$ cat config.mk
export PLATFORM = sky130hd
export DESIGN_NAME = cov_sqrt_cell
export DESIGN_NICKNAME = d
export VERILOG_FILES = /design/src/rtl/core/cov_pkg.sv /design/src/rtl/core/cov_sqrt_cell.sv
export SDC_FILE = /design/constraint.sdc
export NUM_CORES = 1
export LEC_CHECK = 0
export ABC_AREA = 0
export BUFFER_PORTS_ARGS = -buffer_cell sky130_fd_sc_hd__buf_2
export CAP_MARGIN = 10
export CORE_MARGIN = 2
export CORE_UTILIZATION = 42
export CTS_BUF_LIST = sky130_fd_sc_hd__clkbuf_8 sky130_fd_sc_hd__clkbuf_16
export DETAILED_ROUTE_END_ITERATION = 12
export PLACE_DENSITY = 0.72
export RECOVER_POWER = 25
export SETUP_SLACK_MARGIN = 0.1
export SKIP_LAST_GASP = 1
export SYNTH_ARGS = -nofsm -noshare
export SYNTH_HDL_FRONTEND = slang
export SYNTH_SLANG_ARGS = --single-unit
$ cat constraint.sdc
create_clock -name clock -period 5.02 [get_ports clock]
set_input_delay 0.502 -clock clock [delete_from_list [all_inputs] [get_ports clock]]
set_output_delay 0.502 -clock clock [all_outputs]
set_load 0.005 [all_outputs]
$ cat src/rtl/core/cov_pkg.sv
package cov_pkg;

   localparam int SQRT_STEPS = 33;
   localparam int DIV_STEPS  = 65;
   localparam int LATENCY    = 3 + SQRT_STEPS + DIV_STEPS + SQRT_STEPS + 4;
   localparam int CSR_AW     = 5;

   localparam logic [2:0] REG_CENTER_X       = 3'd0;
   localparam logic [2:0] REG_CENTER_Y       = 3'd1;
   localparam logic [2:0] REG_CENTER_Z       = 3'd2;
   localparam logic [2:0] REG_CENTER_MASS    = 3'd3;
   localparam logic [2:0] REG_VELOCITY_SCALE = 3'd4;

   localparam logic [31:0] Q_ONE = 32'h0001_0000;

   // one step of a floor square root, two radicand bits per step
   typedef struct packed {
      logic [65:0] rad;
      logic [34:0] rem;
      logic [32:0] root;
   } sqrt_type;

   // one step of a restoring division, one quotient bit per step
   typedef struct packed {
      logic [64:0] num;
      logic [32:0] rem;
      logic [32:0] den;
      logic [64:0] quo;
   } div_type;

   typedef struct packed {
      logic [32:0] ax;
      logic [32:0] az;
      logic        neg_x;
      logic        neg_z;
   } front_type;

   typedef struct packed {
      logic neg_x;
      logic neg_z;
      logic zero;
   } mid_type;

   typedef struct packed {
      logic [32:0] ux;
      logic [32:0] uz;
      logic        neg_x;
      logic        neg_z;
      logic        zero;
   } back_type;

endpackage

$ cat src/rtl/core/cov_sqrt_cell.sv
module cov_sqrt_cell import cov_pkg::*; (
   input  logic     clock,
   input  logic     enable,
   input  sqrt_type src,
   output sqrt_type dst
);

   logic [36:0] trial_rem;
   logic [36:0] trial;
   sqrt_type    step_in;
   sqrt_type    step_ff;

   always_comb begin
      trial_rem   = {src.rem, src.rad[65:64]};
      trial       = {2'b00, src.root, 2'b01};
      step_in.rad = {src.rad[63:0], 2'b00};
      if (trial_rem >= trial) begin
         step_in.rem  = 35'(trial_rem - trial);
         step_in.root = {src.root[31:0], 1'b1};
      end else begin
         step_in.rem  = trial_rem[34:0];
         step_in.root = {src.root[31:0], 1'b0};
      end
   end

   always_ff @(posedge clock) begin
      if (enable) begin
         step_ff <= step_in;
      end
   end

   assign dst = step_ff;

endmodule

==> flow_summary.ini <==
[outcome]
outcome = finished with violations
violations = capacitance limit, slew limit

[timing]
rsz0062_at_grt = false
setup_violations = 0
tns_ns = 0
hold_viol = 0
finalCriticalPeriod_ns = 3.43
tightestPinTransition_ns = 2.47
drv_slew = 100
layout_worst_path_cycle_share = 0.683
max_freq_ghz = 0.291
slew_headroom = -0.647

[critical_path]
crit_required_ns = 5.20
setup.worst_path.class = in -> reg
endpoint_kind = flop
cp-start-kind = input pin
arrival_ns = 3.61
critPathMaxFanout = 14

[synthesis]
async_reset_ff_frac = 0
synthAdderAreaFrac = 0.0661
synth_top_family_by_area = compound AO/OA/AOI/OAI gates
ys_ff_latch = 132
synth_compound_area_frac = 0.113
synthSimpleGateAreaFrac = 0.0640
synth_cell_types = 57
synth_edf_count = 132
ys.warnings.count = 0
ys_seq_area_frac = 0.598
synth_mux_area_frac = 0.0714
synth_xor_area_frac = 0.0436
synthFlopType = edfxtp_1
synth_cells = 488
syn_area_mm2 = 0.00663
postSynthAreaPerCell_um2 = 13.6

[clock_network]
clock-sinks = 132
cts_setup_buffers = 0
cts_tree = yes
clockRootBuffer = clkbuf_16
cts_made_buffers = 17
ctsHoldBuffers = 0
cts_buffer_depth = 2
cts_resized = 0
cts_htree_levels = 4
clk_pin_slew_ns = 0.07

[floorplan]
core_mm2 = 0.0153
ios = 270
die_h_um = 130
num_rows = 45
initial_core_util = 0.433
fp.dieW_um = 130
dieArea_mm2 = 0.0168

[route]
via_per_inst = 5.09
wirelength_um = 17100
routedWlPerCell_um = 17.4
drtPass1Iterations = 7
drc = 0
vias = 5020
detail-route-antenna-nets = 0
drt_iter0_drc = 311

[place]
hpwl_um = 13200
port_buffers = 267
dp.cells = 952
place_congestion = 0.893

[power]
finalPower_mw = 3.18
p_leak_nw = 3.94
peakVddDrop_uv = 227
p_per_area_mw_per_mm2 = 367

[layout]
drive_gt1_frac = 0.415
nets = 931
seq_area_mm2 = 0.00396
fillers = 1357
mostFrequentLayoutCell = buf_2
largest_register_ffs = 132
layout_common_cells = buf_2, edfxtp_1, inv_1
multi_input_area_mm2 = 0.00238
area_growth_pct = 30.7
fin_cells = 986

[global_route]
grtUsageTotal = 0.197
grt_max_degree = 100
grt_antenna_before_repair = 1
grt_pass1_wl_um = 25000
grt-ovfl-total = 0
grt_pass1_vias = 4949

[hold_path]
hold_path_class = in -> reg

[job]
max_cap_viol_count = 1
==> per-stage QoR <==
step	util	area, µm²	setup slack, ns	hold slack, ns
floorplan	-	6630	1.93	0.601
global placement	0.531	8130	1.26	0.679
detailed placement	0.531	8130	1.16	0.680
CTS	0.568	8690	1.61	0.235
global route	0.566	8660	1.38	0.236
finish	0.566	8660	1.59	0.245
==> critical path: stages <==
cell and delay, ns:
clkbuf_1 0.09, inv_1 0.06, ha_1 0.35, o21a_1 0.19
o211ai_2 0.12, a311oi_1 0.31, nor4_2 0.13, a2111oi_2 0.42
o21a_2 0.23, o211a_2 0.49, buf_4 0.34, mux2_2 0.36
==> worst paths after layout <==
path | start | end | slack, ns | depth (start not counted)
setup / recovery | src[0] | dst[38] | 1.59 | 12
hold / removal | src[106] | dst[108] | 0.24 | 1
==> cell usage after synthesis (all sizes together), types with 4 or more instances <==
| cell type | n | area share |
|---|---|---|
| edfxtp | 132 | 0.60 |
| o21ai | 13 | 0.0098 |
| buf | 8 | 0.014 |
| a21o | 26 | 0.029 |
| o221ai | 4 | 0.0053 |
| nor2 | 22 | 0.012 |
| clkbuf | 10 | 0.0057 |
| nand4 | 8 | 0.0076 |
| nand3 | 9 | 0.0068 |
| mux2 | 31 | 0.067 |
| nand2 | 25 | 0.014 |
| ha | 35 | 0.066 |
| inv | 41 | 0.023 |
| a31o | 4 | 0.0053 |
| and3 | 4 | 0.0038 |
| nor2b | 4 | 0.0038 |
| xnor2 | 19 | 0.025 |
| o21a | 4 | 0.0047 |
| xor2 | 14 | 0.019 |
| a21oi | 30 | 0.023 |
==> final cells by class <==
cell class | instances | share of cell area
Clock buffer | 17 | 0.0491
Antenna cell | 2 | 0.000578
Timing Repair Buffer | 270 | 0.154
Multi-Input combinational cell | 298 | 0.275
Clock inverter | 15 | 0.0163
Tap cell | 211 | 0.0305
Sequential cell | 132 | 0.458
Inverter | 41 | 0.0178
==> kinds of logic after synthesis <==
kind of cell / after synthesis
adder cells (fa/ha/maj): 35
AND/OR/NAND/NOR: 87
buffers and inverters: 59
other: 1
XOR/XNOR: 33
multiplexers: 34
flip-flops: 132
AO/OA/AOI/OAI: 107
==> power breakdown <==
group / leakage [nW] / switching (mW) / internal, mW / total [mW]
Sequential: 1.29 / 0.0270 / 1.36 / 1.38
Clock: 0.273 / 0.532 / 0.653 / 1.18
Combinational: 2.37 / 0.307 / 0.304 / 0.610
==> routing by layer <==
layer  global-route usage  vias to the layer above  part of all wire
li1                     -                     2381                 -
met1                0.222                     2378              0.39
met2                0.351                      232              0.52
met3               0.0524                       29             0.075
met4               0.0860                        0             0.018
met5                    0                        -                 0
Note: power is estimated with default switching activity, not from simulation.
