`src/rtl/core/cov_pkg.sv`:
```
package cov_pkg;

   localparam int SQRT_STEPS = 33;
   localparam int DIV_STEPS  = 65;
   localparam int LATENCY    = 3 + SQRT_STEPS + DIV_STEPS + SQRT_STEPS + 4;
   localparam int CSR_AW     = 5;

   localparam logic [2:0] REG_CENTER_X       = 3'd0;
   localparam logic [2:0] REG_CENTER_Y       = 3'd1;
   localparam logic [2:0] REG_CENTER_Z       = 3'd2;
   localparam logic [2:0] REG_CENTER_MASS    = 3'd3;
   localparam logic [2:0] REG_VELOCITY_SCALE = 3'd4;

   localparam logic [31:0] Q_ONE = 32'h0001_0000;

   // one step of a floor square root, two radicand bits per step
   typedef struct packed {
      logic [65:0] rad;
      logic [34:0] rem;
      logic [32:0] root;
   } sqrt_type;

   // one step of a restoring division, one quotient bit per step
   typedef struct packed {
      logic [64:0] num;
      logic [32:0] rem;
      logic [32:0] den;
      logic [64:0] quo;
   } div_type;

   typedef struct packed {
      logic [32:0] ax;
      logic [32:0] az;
      logic        neg_x;
      logic        neg_z;
   } front_type;

   typedef struct packed {
      logic neg_x;
      logic neg_z;
      logic zero;
   } mid_type;

   typedef struct packed {
      logic [32:0] ux;
      logic [32:0] uz;
      logic        neg_x;
      logic        neg_z;
      logic        zero;
   } back_type;

endpackage

```
`src/rtl/core/cov_div_cell.sv`:
```
module cov_div_cell import cov_pkg::*; (
   input  logic    clock,
   input  logic    enable,
   input  div_type src,
   output div_type dst
);

   logic [33:0] trial_rem;
   div_type     step_in;
   div_type     step_ff;

   always_comb begin
      trial_rem   = {src.rem, src.num[64]};
      step_in.num = {src.num[63:0], 1'b0};
      step_in.den = src.den;
      if (trial_rem >= {1'b0, src.den}) begin
         step_in.rem = 33'(trial_rem - {1'b0, src.den});
         step_in.quo = {src.quo[63:0], 1'b1};
      end else begin
         step_in.rem = trial_rem[32:0];
         step_in.quo = {src.quo[63:0], 1'b0};
      end
   end

   always_ff @(posedge clock) begin
      if (enable) begin
         step_ff <= step_in;
      end
   end

   assign dst = step_ff;

endmodule

```
`config.mk`:
```
export PLATFORM = sky130hd
export DESIGN_NAME = cov_div_cell
export DESIGN_NICKNAME = d
export VERILOG_FILES = /design/src/rtl/core/cov_pkg.sv /design/src/rtl/core/cov_div_cell.sv
export SDC_FILE = /design/constraint.sdc
export NUM_CORES = 1
export LEC_CHECK = 0
export ABC_AREA = 0
export BUFFER_PORTS_ARGS = -buffer_cell sky130_fd_sc_hd__buf_2
export CAP_MARGIN = 30
export CORE_AREA = 4 4 150 152
export DETAILED_ROUTE_END_ITERATION = 12
export DIE_AREA = 0 0 154 156
export PLACE_DENSITY = 0.79
export SLEW_MARGIN = 40
export SYNTH_ARGS = -nofsm -noshare
export SYNTH_HDL_FRONTEND = slang
export SYNTH_SLANG_ARGS = --single-unit
```
`constraint.sdc`:
```
create_clock -name clock -period 5.7 [get_ports clock]
set_input_delay 0.57 -clock clock [delete_from_list [all_inputs] [get_ports clock]]
set_output_delay 0.57 -clock clock [all_outputs]
set_load 0.02 [all_outputs]
```
==> results.toml, run 1 <==
[global_route]
grt_pass1_wl_um = 36100
grt_usage_pct = 19.9
first_global_vias = 6167
grt_max_degree = 87
overflow = 0
antenna_found_initial = 10

[worst_hold_path]
hold_path_depth = 1
hp-class = "input pin to flip-flop"
holdCritStartpoint = "src[25]"
hold_end = "dst[26]$_DFFE_PP_"

[cells_and_area]
largest_reg_flops = 195
area_growth_pct = 33.6
drive_above_1_share_pct = 48.6
layout.nets = 1191
design_area_um2 = 11200

[route]
routedWlPerCell_um = 20.1
drc = 0
wl_um = 25200
dr.pass1.iters = 4
antenna_left = 0
drt_iter0_drc = 338
via_count = 6143
viasPerCell = 4.89

[yosys]
synthesis.area_um2 = 8390
synth-seq-cells = 195
ys.flop_type = "edfxtp_1"
synthesis.nets = 795
synth-edff-count = 195
synth_seq_area_share_pct = 69.8
syn_inst = 563
ys_types = 61
synth-async-reset-ratio_pct = 0
syn_area_per_cell_um2 = 14.9
yosysWarnings = 0

[die]
fp.dieArea_um2 = 24000
io-pin-count = 394
core-area_um2 = 21000
num_rows = 53
initial_utilization_pct = 39.9
die_h_um = 156
die_x_um = 154

[clock_tree]
cts_hold_buf = 0
htree_num_levels = 4
cts_root_buf = "clkbuf_16"
clk_pin_slew_ns = 0.09
cts_setup_buffers = 0
cts_tree = "done"
numCtsBuffers = 17
clk_path_buf_depth = 2
cts_sinks = 195
postCtsResizedCells = 0

[worst_setup_path]
worstPathRequired_ns = 5.88
cp.arrival_ns = 3.80
crit_type = "input pin to flip-flop"
cp-start-kind = "input pin"
path_max_fanout = 22
critPathCaptureType = "flip-flop"
critPathLaunch = "src[195]"

[timing]
hold_viol_final = 0
fmax_mhz = 276
fin_crit_ns = 3.62
fin_crit_sh_pct = 63.5
relSlewSlack_pct = 50.4
setup-violations-final = 0
worst_pin_slew_ns = 0.745
final.setup.tns_ns = 0
final_max_slew_viol_count = 0
rsz0062_at_grt = "no"

[pwr]
ir_drop_uv = 189
power_density_nw_per_um2 = 330
leakagePower_uw = 0.00490

[place]
hpwl_um = 20200
io_buffers = 391
placed_area_um2 = 10600
globalplace.congestion = 0.892

[job]
drv_cap = 0

[outcome]
status = "completed"
## metal layers
metal | share of wire (%) | global-route usage, %
met5 | 0.052 | 0
met4 | 2.2 | 7.70
met3 | 8.1 | 5.44
met2 | 54 | 37.0
met1 | 35 | 21.6
## worst max-delay path, stage by stage
cell	delay [ns]
buf_2	0.10
inv_1	0.05
ha_1	0.15
inv_1	0.05
fa_1	0.42
a21o_1	0.24
a221oi_2	0.42
o21ai_2	0.16
a21boi_2	0.26
o31ai_2	0.15
a21oi_4	0.46
buf_4	0.40
mux2_4	0.33
## layout by cell type (no fill, tap or decap), types with 7 or more instances in the layout
master     count
buf_2        390
edfxtp_1     195
inv_1         44
nand2_1       42
ha_1          33
a21oi_1       32
o21ai_2       20
clkbuf_16     17
xnor2_1       15
nor2_1        14
o21ai_0       14
o21ai_1       13
xor2_1        13
a21o_1        12
diode_2       10
nand2_2       10
and3_1         7
## through the flow
step | power [µW] | hold slack (ns) | setup slack (ns) | std cells | utilization, %
2_1_floorplan | 2230 | 0.669 | 2.69 | 563 | -
3_3_place_gp | 2500 | 0.747 | 1.66 | 1215 | 50.3
3_5_place_dp | 2520 | 0.748 | 1.65 | 1215 | 50.3
4_1_cts | 3740 | 0.294 | 2.08 | 1247 | 53.2
5_1_grt | 3870 | 0.279 | 1.85 | 1257 | 53.3
6_report | 3700 | 0.312 | 2.08 | 1257 | 53.3
## synth_stat cells, types with 5 or more instances
cell type	count	share of area (%)
o21bai_1	6	0.54
buf_6	5	0.67
o21ai_0	14	0.83
and3_1	7	0.52
nand4_1	5	0.37
nand2_2	10	0.75
o21ai_2	20	2.1
xor2_1	13	1.4
xnor2_1	15	1.6
nand3_1	6	0.36
o21ai_1	13	0.78
nand2_1	42	1.9
inv_1	44	2.0
nor2_1	14	0.63
a21o_1	12	1.1
ha_1	33	4.9
a21oi_1	32	1.9
buf_2	6	0.36
edfxtp_1	195	70
## final cells by class
type	instances	area [µm²]
clock buffer	17	425
fill	1799	9810
clock inverter	15	181
tap	275	344
multi-input combinational	305	2220
inverter	45	169
sequential	195	5860
antenna	10	25.0
timing repair buffer	395	2000
## worst max path at each step
stage                     depth (start not counted)                 to  slack [ns]
after CTS                                        13  dst[99]$_DFFE_PP_        2.08
after floorplan                                  12  dst[99]$_DFFE_PP_        2.69
final                                            13  dst[99]$_DFFE_PP_        2.08
after global placement                           13  dst[99]$_DFFE_PP_        1.66
after global routing                             13  dst[99]$_DFFE_PP_        1.85
after detailed placement                         13  dst[99]$_DFFE_PP_        1.65
## where the power goes
part / internal [µW] / total, µW / switching [µW] / leakage, µW
registers: 1730 / 1770 / 32.9 / 0.00191
clock network: 602 / 1220 / 619 / 0.000295
logic: 255 / 717 / 462 / 0.00270
## logic make-up (layout without fill, tap and decap cells)
family	count (synthesis)	in the layout	synth area share (%)
flip-flops	195	195	69.8
AO/OA/AOI/OAI	136	136	11.9
AND/OR/NAND/NOR	105	105	6.17
buffers and inverters	63	472	3.83
adder cells (fa/ha/maj)	34	34	5.16
XOR/XNOR	28	28	2.92
other	1	11	0.0447
multiplexers	1	1	0.179
(Power assumes the default switching activity.)
==> inputs of run 2 (changes only) <==
--- a/config.mk
+++ b/config.mk
@@ -8,10 +8,10 @@
 export ABC_AREA = 0
 export BUFFER_PORTS_ARGS = -buffer_cell sky130_fd_sc_hd__buf_2
 export CAP_MARGIN = 30
-export CORE_AREA = 4 4 150 152
+export CORE_AREA = 4 4 151 153
 export DETAILED_ROUTE_END_ITERATION = 12
-export DIE_AREA = 0 0 154 156
-export PLACE_DENSITY = 0.79
+export DIE_AREA = 0 0 155 157
+export PLACE_DENSITY = 0.81
 export SLEW_MARGIN = 40
 export SYNTH_ARGS = -nofsm -noshare
 export SYNTH_HDL_FRONTEND = slang
==> constraint.sdc (replaced) <==
create_clock -name clock -period 3 [get_ports clock]
set_input_delay 0.3 -clock clock [delete_from_list [all_inputs] [get_ports clock]]
set_output_delay 0.3 -clock clock [all_outputs]
set_load 0.02 [all_outputs]
==> results.toml, run 2 (synthesis results as in run 1) <==
[outcome]
status = "completed"

[global_route]
first_global_vias = 6221
overflow = 0
grt_usage_pct = 20.1
grt_max_degree = 75
antenna_found_initial = 10
grt_pass1_wl_um = 36400

[cells_and_area]
final_cell_mix = "buf_2, edfxtp_1, inv_1, nand2_1, ha_1"
drive_above_1_share_pct = 49.1
finalNonFillerCells = 1271
final_common_cell = "buf_2"
area_growth_pct = 35.0
largest_reg_flops = 195
fin_util_pct = 52.6
layout.nets = 1202

[worst_setup_path]
critPathCaptureType = "flip-flop"
path_max_fanout = 4
crit_type = "input pin to flip-flop"
worstPathRequired_ns = 3.19
critPathMostFrequentCell = "inv_1"
slowest_delay_ns = 0.41
slowest_stage = "fa_1"
cp-start-kind = "input pin"
critical_path.cell_chain = "buf_2 > inv_1 > ha_1 > inv_1 > fa_1 > a21o_1 > a221oi_2 > buf_4 > o211a_1 > o21ai_2 > a211oi_2 > o311ai_1 > xnor2_1 > o21ai_1"
crit_family = "compound AO/OA/AOI/OAI gates"
critPathLaunch = "src[195]"
critPathBufInv = 4
cp.arrival_ns = 2.75

[die]
initial_utilization_pct = 38.9
fp.dieArea_um2 = 24300
core-area_um2 = 21600
die_h_um = 157
io-pin-count = 394
num_rows = 54
die_x_um = 155

[pwr]
leakagePower_uw = 0.00497
power_density_nw_per_um2 = 624
ir_drop_uv = 369

[worst_hold_path]
hold_end = "dst[18]$_DFFE_PP_"
hp-class = "input pin to flip-flop"
holdCritStartpoint = "src[17]"
hold_path_depth = 1

[route]
routedWlPerCell_um = 20.1
drc = 0
via_count = 6243
viasPerCell = 4.91
wl_um = 25600
dr.pass1.iters = 4
antenna_left = 0
drt_iter0_drc = 455

[timing]
relSlewSlack_pct = 57.7
final.setup.tns_ns = 0
rsz0062_at_grt = "no"
worst_pin_slew_ns = 0.634
fin_crit_ns = 2.56
fin_crit_sh_pct = 85.4
setup-violations-final = 0
fmax_mhz = 390
final_max_slew_viol_count = 0
hold_viol_final = 0

[place]
hpwl_um = 20700
globalplace.congestion = 0.901
dp_cells = 1231
io_buffers = 391

[clock_tree]
cts_setup_buffers = 0
clk_pin_slew_ns = 0.08
postCtsResizedCells = 0
cts_sinks = 195
clk_path_buf_depth = 2
cts_hold_buf = 0
numCtsBuffers = 17
htree_num_levels = 4
cts_root_buf = "clkbuf_16"
cts_tree = "done"

[job]
drv_cap = 0
==> run 2: cell count changes in the layout (fill, tap and decap cells not counted) <==
cell and change:
buf_4 +8, buf_12 +3, diode_2 -2, clkinv_8 +1, inv_12 -1
==> run 2: layer usage <==
metal / global-route usage [%] / wire, µm / vias to the layer above
met2: 37.4 / 13800 / 278
met3: 6.21 / 2170 / 37
met5: 0 / 13 / -
met1: 21.8 / 8990 / 2980
met4: 6.64 / 612 / 2
li1: - / - / 2946
==> run 2: report_power, final <==
part	total, µW	internal (µW)	leakage, µW	switching (µW)
Combinational	1400	508	0.00277	891
Sequential	3360	3290	0.00191	64.0
Clock	2320	1140	0.000295	1180
==> run 2: worst max path at each step <==
stage                          to  cells after the start
2_1_floorplan   dst[99]$_DFFE_PP_                     12
3_3_place_gp   dst[100]$_DFFE_PP_                     14
3_5_place_dp   dst[100]$_DFFE_PP_                     14
4_1_cts        dst[100]$_DFFE_PP_                     14
5_1_grt        dst[101]$_DFFE_PP_                     14
6_report       dst[130]$_DFFE_PP_                     14
==> run 2: cell type report <==
class | instances | area, µm²
Fill cell | 1816 | 10200
Sequential cell | 195 | 5860
Multi-Input combinational cell | 305 | 2220
Timing Repair Buffer | 406 | 2120
Clock buffer | 17 | 425
Tap cell | 280 | 350
Clock inverter | 15 | 181
Inverter | 45 | 169
Antenna cell | 8 | 20.0
==> run 2: stage by stage <==
stage | area [µm²] | worst slack, ns | hold slack (ns) | power (µW)
after global placement | 10700 | 0.0181 | 0.476 | 4790
final | 11300 | 0.438 | 0.0336 | 7070
after floorplan | 8390 | 0.261 | 0.399 | 4240
after CTS | 11300 | 0.455 | 0.0153 | 7130
after global routing | 11300 | 0.302 | 0.0102 | 7390
after detailed placement | 10700 | 0.00153 | 0.478 | 4820
==> inputs of run 3 (changes only) <==
--- a/config.mk
+++ b/config.mk
@@ -8,10 +8,12 @@
 export ABC_AREA = 0
 export BUFFER_PORTS_ARGS = -buffer_cell sky130_fd_sc_hd__buf_2
 export CAP_MARGIN = 30
-export CORE_AREA = 4 4 151 153
+export CELL_PAD_IN_SITES_DETAIL_PLACEMENT = 0
+export CELL_PAD_IN_SITES_GLOBAL_PLACEMENT = 1
+export CORE_MARGIN = 4
+export CORE_UTILIZATION = 33
 export DETAILED_ROUTE_END_ITERATION = 12
-export DIE_AREA = 0 0 155 157
-export PLACE_DENSITY = 0.81
+export PLACE_DENSITY = 0.86
 export SLEW_MARGIN = 40
 export SYNTH_ARGS = -nofsm -noshare
 export SYNTH_HDL_FRONTEND = slang
==> results.toml, run 3 (synthesis results as in run 1) <==
[timing]
fin_crit_sh_pct = 85.5
setup-violations-final = 0
fin_crit_ns = 2.57
final_max_slew_viol_count = 0
hold_viol_final = 0
fin_ws_ns = 0.435
relSlewSlack_pct = 61.0
rsz0062_at_grt = "no"
final.setup.tns_ns = 0
hold_slack_ns = 0.0363
worst_pin_slew_ns = 0.579
fmax_mhz = 390

[place]
io_buffers = 391
post-place-ws_ns = 0.0204
placed_area_um2 = 10800
globalplace.congestion = 0.913
hpwl_um = 20700

[global_route]
grt_usage_pct = 17.5
grt_max_degree = 74
overflow = 0
grt_pass1_wl_um = 37200
antenna_found_initial = 4
first_global_vias = 6141

[clock_tree]
cts_sinks = 195
cts_root_buf = "clkbuf_16"
cts_hold_buf = 0
cts_setup_buffers = 0
numCtsBuffers = 17
postCtsResizedCells = 0
clk_path_buf_depth = 2
clk_pin_slew_ns = 0.08
htree_num_levels = 4
cts_tree = "done"

[cells_and_area]
final_cell_mix = "buf_2, edfxtp_1, inv_1, nand2_1, ha_1"
largest_reg_flops = 195
final_common_cell = "buf_2"
layout.nets = 1202
area_growth_pct = 35.9
drive_above_1_share_pct = 49.1
design_area_um2 = 11400
fin_util_pct = 45.4

[die]
num_rows = 58
die_x_um = 167
io-pin-count = 394
die_h_um = 167
core-area_um2 = 25100
initial_utilization_pct = 33.4
fp.dieArea_um2 = 28100

[worst_hold_path]
hp-class = "input pin to flip-flop"

[pwr]
power_density_nw_per_um2 = 623
leakagePower_uw = 0.00497
ir_drop_uv = 390

[worst_setup_path]
critPathCaptureType = "flip-flop"
cp.arrival_ns = 2.75
path_max_fanout = 4
worstPathRequired_ns = 3.19
crit_type = "input pin to flip-flop"
cp-start-kind = "input pin"

[route]
drt_iter0_drc = 329
viasPerCell = 4.65
dr.pass1.iters = 4
wl_um = 25600
antenna_left = 0
routedWlPerCell_um = 19.4
drc = 0
via_count = 6132

[outcome]
status = "completed"

[job]
drv_cap = 0
run 3: changes by cell type in the layout (fill, tap and decap cells not counted), sizes merged:
cell,previous run,this run
clkbuf,18,19
clkinv,7,6
diode,8,5
run 3: report_power, final:
part / internal [µW] / switching [µW] / total [µW]
combinational: 513 / 886 / 1400
clock: 1150 / 1200 / 2350
sequential: 3290 / 62.3 / 3350
total: 4950 / 2150 / 7100
run 3: final cells by class:
type	count	area, µm²
Antenna cell	5	12.5
Sequential cell	195	5860
Fill cell	2367	13700
Timing Repair Buffer	406	2130
Multi-Input combinational cell	305	2220
Clock inverter	14	180
Tap cell	330	413
Clock buffer	18	429
Inverter	45	169
run 3: layer usage:
layer,global-route usage [%],vias up,part of all wire [%]
li1,-,2930,-
met1,19.7,2932,37
met2,33.2,255,55
met3,4.51,15,7.1
met4,4.16,0,1.1
met5,0,-,0
run 3: worst paths after layout:
| path | startpoint | end | cells past startpoint |
|---|---|---|---|
| worst max-delay path | src[195] | dst[130]$_DFFE_PP_ | 14 |
| worst min-delay path | src[38] | dst[39]$_DFFE_PP_ | 1 |
run 3: stage by stage:
stage          instances  total power (µW)
6_report            1318              7100
5_1_grt             1317              7430
4_1_cts             1313              7190
3_5_place_dp        1281              4830
3_3_place_gp        1281              4800
2_1_floorplan        563              4240
run 3: worst max-delay path, stage by stage:
cell and delay (ns):
buf_2 0.10, inv_1 0.04, ha_1 0.15, inv_1 0.05
fa_1 0.42, a21o_1 0.23, a221oi_2 0.21, buf_4 0.17
o211a_1 0.18, o21ai_2 0.09, a211oi_2 0.37, o311ai_1 0.19
xnor2_1 0.17, o21ai_1 0.07
